`config.mk`:
```
export PLATFORM = sky130hd
export DESIGN_NAME = mt_word_unit
export DESIGN_NICKNAME = d
export VERILOG_FILES = /design/src/design/mt_pkg.sv /design/src/design/mt_word_unit.sv
export SDC_FILE = /design/constraint.sdc
export NUM_CORES = 1
export LEC_CHECK = 0
export BUFFER_PORTS_ARGS = -buffer_cell sky130_fd_sc_hd__buf_2
export CAP_MARGIN = 20
export CORE_ASPECT_RATIO = 0.6
export CORE_UTILIZATION = 33
export DETAILED_ROUTE_END_ITERATION = 8
export RECOVER_POWER = 50
export SLEW_MARGIN = 0
export SYNTH_ARGS = -nofsm -noshare
export SYNTH_HDL_FRONTEND = slang
export SYNTH_SLANG_ARGS = --single-unit
export TNS_END_PERCENT = 100
```
`constraint.sdc`:
```
create_clock -name clock -period 18.7 [get_ports clock]
set_clock_uncertainty 0.1 [all_clocks]
set_input_delay 0.935 -clock clock [delete_from_list [all_inputs] [get_ports clock]]
set_output_delay 0.935 -clock clock [all_outputs]
set_load 0.05 [all_outputs]
```
`src/design/mt_pkg.sv`:
```
// Shared types and constants of the MT19937 generator.
package mt_pkg;

   localparam int STATE_WORDS  = 624;
   localparam int TWIST_OFFSET = 397;
   localparam int ADDR_W       = $clog2(STATE_WORDS + 2);
   localparam int WORD_W       = 32;

   localparam logic [ADDR_W-1:0] LAST_IDX     = ADDR_W'(STATE_WORDS - 1);
   localparam logic [ADDR_W-1:0] TWIST_IDX    = ADDR_W'(STATE_WORDS);
   localparam logic [ADDR_W-1:0] NOT_INIT_IDX = ADDR_W'(STATE_WORDS + 1);
   localparam logic [ADDR_W-1:0] FAR_SPLIT    = ADDR_W'(STATE_WORDS - TWIST_OFFSET);
   localparam logic [ADDR_W-1:0] FAR_UP       = ADDR_W'(TWIST_OFFSET);

   localparam logic [WORD_W-1:0] SEED_RESET = 32'd5489;
   localparam logic [WORD_W-1:0] SEED_MULT  = 32'd1812433253;
   localparam logic [WORD_W-1:0] MT_MATRIX  = 32'h9908b0df;
   localparam logic [WORD_W-1:0] MT_UPPER   = 32'h80000000;
   localparam logic [WORD_W-1:0] MT_LOWER   = 32'h7fffffff;
   localparam logic [WORD_W-1:0] TEMPER_B   = 32'h9d2c5680;
   localparam logic [WORD_W-1:0] TEMPER_C   = 32'hefc60000;

   typedef enum logic [1:0] {
      OP_SEED_MUL,
      OP_SEED_ADD,
      OP_TWIST,
      OP_TEMPER
   } op_type;

   typedef struct packed {
      logic               en;
      op_type             op;
      logic [WORD_W-1:0]  a;
      logic [WORD_W-1:0]  b;
      logic [WORD_W-1:0]  c;
      logic [ADDR_W-1:0]  idx;
   } unit_req_type;

   typedef enum logic [3:0] {
      ST_IDLE,
      ST_SEED_START,
      ST_SEED_ADD,
      ST_SEED_WR,
      ST_TW_PRIME,
      ST_TW_CUR,
      ST_TW_NXT,
      ST_TW_CALC,
      ST_TW_WR,
      ST_DRAW_RD,
      ST_DRAW_TEMP,
      ST_DRAW_OUT
   } state_type;

endpackage

```
`src/design/mt_word_unit.sv`:
```
// Shared word unit: seed multiply, seed add, twist and tempering, result registered.
module mt_word_unit
   import mt_pkg::*;
(
   input  logic               clock,
   input  unit_req_type       unit_req,
   output logic [WORD_W-1:0]  result
);

   logic [WORD_W-1:0] result_ff;
   logic [WORD_W-1:0] result_in;
   logic [WORD_W-1:0] mixed;
   logic [WORD_W-1:0] y_tw;
   logic [WORD_W-1:0] t1, t2, t3, t4;

   always_comb begin
      mixed = unit_req.a ^ (unit_req.a >> 30);
      y_tw  = (unit_req.a & MT_UPPER) | (unit_req.b & MT_LOWER);
      t1    = unit_req.a ^ (unit_req.a >> 11);
      t2    = t1 ^ ((t1 << 7) & TEMPER_B);
      t3    = t2 ^ ((t2 << 15) & TEMPER_C);
      t4    = t3 ^ (t3 >> 18);
      unique case (unit_req.op)
         OP_SEED_MUL: result_in = SEED_MULT * mixed;
         OP_SEED_ADD: result_in = unit_req.a + WORD_W'(unit_req.idx);
         OP_TWIST:    result_in = unit_req.c ^ (y_tw >> 1) ^ (y_tw[0] ? MT_MATRIX : '0);
         OP_TEMPER:   result_in = unit_req.b[0] ? (t4 >> 1) : t4;
         default:     result_in = unit_req.a;
      endcase
   end

   always_ff @(posedge clock) begin
      if (unit_req.en) begin
         result_ff <= result_in;
      end
   end

   assign result = result_ff;

endmodule

```
==> run_results.csv <==
group,metric,value,unit
global_route,grt_util_met2,0.2831,
layout,largest_register_ffs,32,
min_path,hold_path.class,"input port to flop",
clocking,cts_root_buf,"clkbuf_16",
synth,syn_area,11590,um^2
setup_path,cp.required,18.62,ns
timing,final.period_utilization,0.4360,
clocking,cts_resized,0,
layout,fin_area,12900,um^2
global_route,use_met1,0.3189,
layout,nNetsFinal,1768,
placed_design,placed_cell_area,12780,um^2
timing,max_slew.worst_pin.slew,1.800,ns
routing,vias_per_cell,5.050,
die,die_area,35900,um^2
timing,slew_violations,33,
global_route,met3_usage,0.04750,
setup_path,cp.arrival,8.08,ns
clocking,cts.clk_slew.worst_paths,0.06,ns
layout,final_util,0.3778,
synth,synthArstFlopShare,0,
timing,fmax,0.1227,GHz
run_status,violations,"max-capacitance violations, max-slew violations",
die,fp-row-count,52,
routing,wl_per_cell,20.11,um
global_route,gr-max-usage-layer,"met1",
timing,finalSetupViolations,0,
routing,ant_nets,0,
synth,ys_warn_count,0,
run_status,outcome,"finished with violations",
setup_path,slowest_delay,0.64,ns
synth,synth_seq_cells,32,
die,initial_utilization,0.3393,
clocking,hold_buffers,0,
synth,ys_seq_area_frac,0.08291,
global_route,grt_max_degree,51,
placed_design,place.gp.congestion,0.9226,
setup_path,cp-start-kind,"input port",
timing,fin_tns_setup,0,ns
global_route,grt_pass1_wl,54.59,mm
die,core_area,34160,um^2
placed_design,io_buffer_count,140,
setup_path,crit_start,"unit_req[104]",
die,dieWidth,243.9,um
synth,synth.avg_cell_area,9.931,um^2
timing,rsz0062_at_grt,"no",
layout,syn2layout_area_growth,11.35,%
die,io_pins,142,
layout,drive_above_1_share,0.1394,
timing,max_slew_margin,-0.2002,
routing,drt_pass1_iterations,5,
placed_design,dpl.hpwl,29.77,mm
timing,period_needed,8.153,ns
routing,dr_total_vias,8853,
setup_path,critPathKind,"input port to flop",
setup_path,crit_slowest_cell,"xor2_1",
global_route,grt_pass1_vias,9112,
synth,netlist_instances,1167,
global_route,grt.total_usage,0.2026,
clocking,post-cts-setup-buffers,0,
clocking,cts_sinks,32,
run,drv_cap,1,
setup_path,crit_top_cell,"fa_1",
clocking,htree_num_levels,2,
synth,ys.flop_type,"edfxtp_1",
setup_path,worstSetupEndpointType,"flop",
clocking,cts_buffers,5,
timing,final_hold_viol_count,0,
die,die_y,147.2,um
synth,synth_edf_count,32,
setup_path,crit_fanout,9,
setup_path,endpoint,"result[28]",
routing,drt-initial-drc-count,666,
routing,drc,0,
global_route,gr-total-overflow,0,
synth,syn-num-nets,1644,
clocking,cts_tree,"built",
global_route,antenna_found_initial,2,
clocking,clk_path_buf_depth,2,
synth,synth.distinct_cells,74,
routing,wirelength,35.25,mm
logic make-up (layout without fill, tap and decap cells):
family / Yosys count / after routing / share of synthesized area
xor gates and xnor gates: 180 / 180 / 0.1414
buffers and inverters: 262 / 386 / 0.08528
AOI/OAI and AO/OA: 157 / 157 / 0.09749
muxes: 26 / 26 / 0.04092
and+or+nand+nor: 143 / 143 / 0.06056
other: 0 / 3 / 0
adders and majority gates: 367 / 367 / 0.4914
DFF: 32 / 32 / 0.08291
cell usage in the layout (no fill, tap or decap), types with 3 or more instances in the layout:
master,count
inv_1,235
ha_1,220
fa_1,147
xnor2_1,126
buf_2,123
xor2_1,49
a21oi_1,42
nand2_1,40
nor2_1,39
edfxtp_1,32
o21ai_0,19
clkbuf_1,18
a21o_1,17
mux4_2,17
nand3_1,13
nor3_1,11
nand4_1,10
o21a_1,8
o211ai_1,8
mux2i_1,8
or2_2,5
o21bai_1,5
clkbuf_16,5
o21ai_2,4
a31oi_1,4
o221ai_1,4
a211oi_1,4
xnor3_1,4
diode_2,3
o21ai_1,3
nor4_1,3
or3_1,3
a211oi_2,3
a21o_2,3
a311o_1,3
nor2b_1,3
o22ai_1,3
o31ai_1,3
buf_4,3
critical path, delay by kind of cell:
kind            cells  cell delay, ns
mux                 1            0.49
compound gates      6            1.34
buf+inv             6            0.72
fa+ha+maj           9            3.25
simple gates        1            0.30
xor+xnor            3            1.00
worst min-delay path by stage:
stage	startpoint	to	slack, ns	depth (start not counted)
floorplan	unit_req[108]	result[0]	0.95	0
global placement	unit_req[0]	result[0]	1.37	3
detailed placement	unit_req[72]	result[29]	1.37	4
CTS	unit_req[72]	result[29]	1.08	4
global route	unit_req[0]	result[0]	1.12	3
finish	unit_req[72]	result[29]	1.09	4
final cells by class:
type                            instances  area (um^2)
Sequential cell                        32        960.9
Multi-Input combinational cell        873         9641
Clock buffer                            6        128.9
Antenna cell                            3        7.507
Inverter                              236        885.9
Tap cell                              459        574.3
Timing Repair Buffer                  143        701.9
Clock inverter                          1        5.005
Fill cell                            3424        21250
through the flow:
stage               hold WS [ns]  worst slack (ns)  instances
floorplan                 0.9475             11.34       1167
global placement           1.367             10.31       1743
detailed placement         1.369             10.31       1743
CTS                        1.085             10.60       1750
global route               1.124             10.27       1750
finish                     1.085             10.55       1753
cell usage after synthesis (18+ instances only):
cell	count	area share
xnor2_1	126	0.095
nand2_1	40	0.013
nor2_1	39	0.013
o21ai_0	19	0.0082
a21oi_1	42	0.018
edfxtp_1	32	0.083
ha_1	220	0.24
clkbuf_1	18	0.0058
fa_1	147	0.25
xor2_1	49	0.037
inv_1	235	0.076
routing by layer:
layer / share of wire / wire, um
met2: 0.39 / 13640
met1: 0.52 / 18200
met5: 0 / 0
met3: 0.089 / 3126
met4: 0.0080 / 282
Power is not shown: default switching activity piles up to over one toggle a cycle in this logic, so the estimate is an artifact.
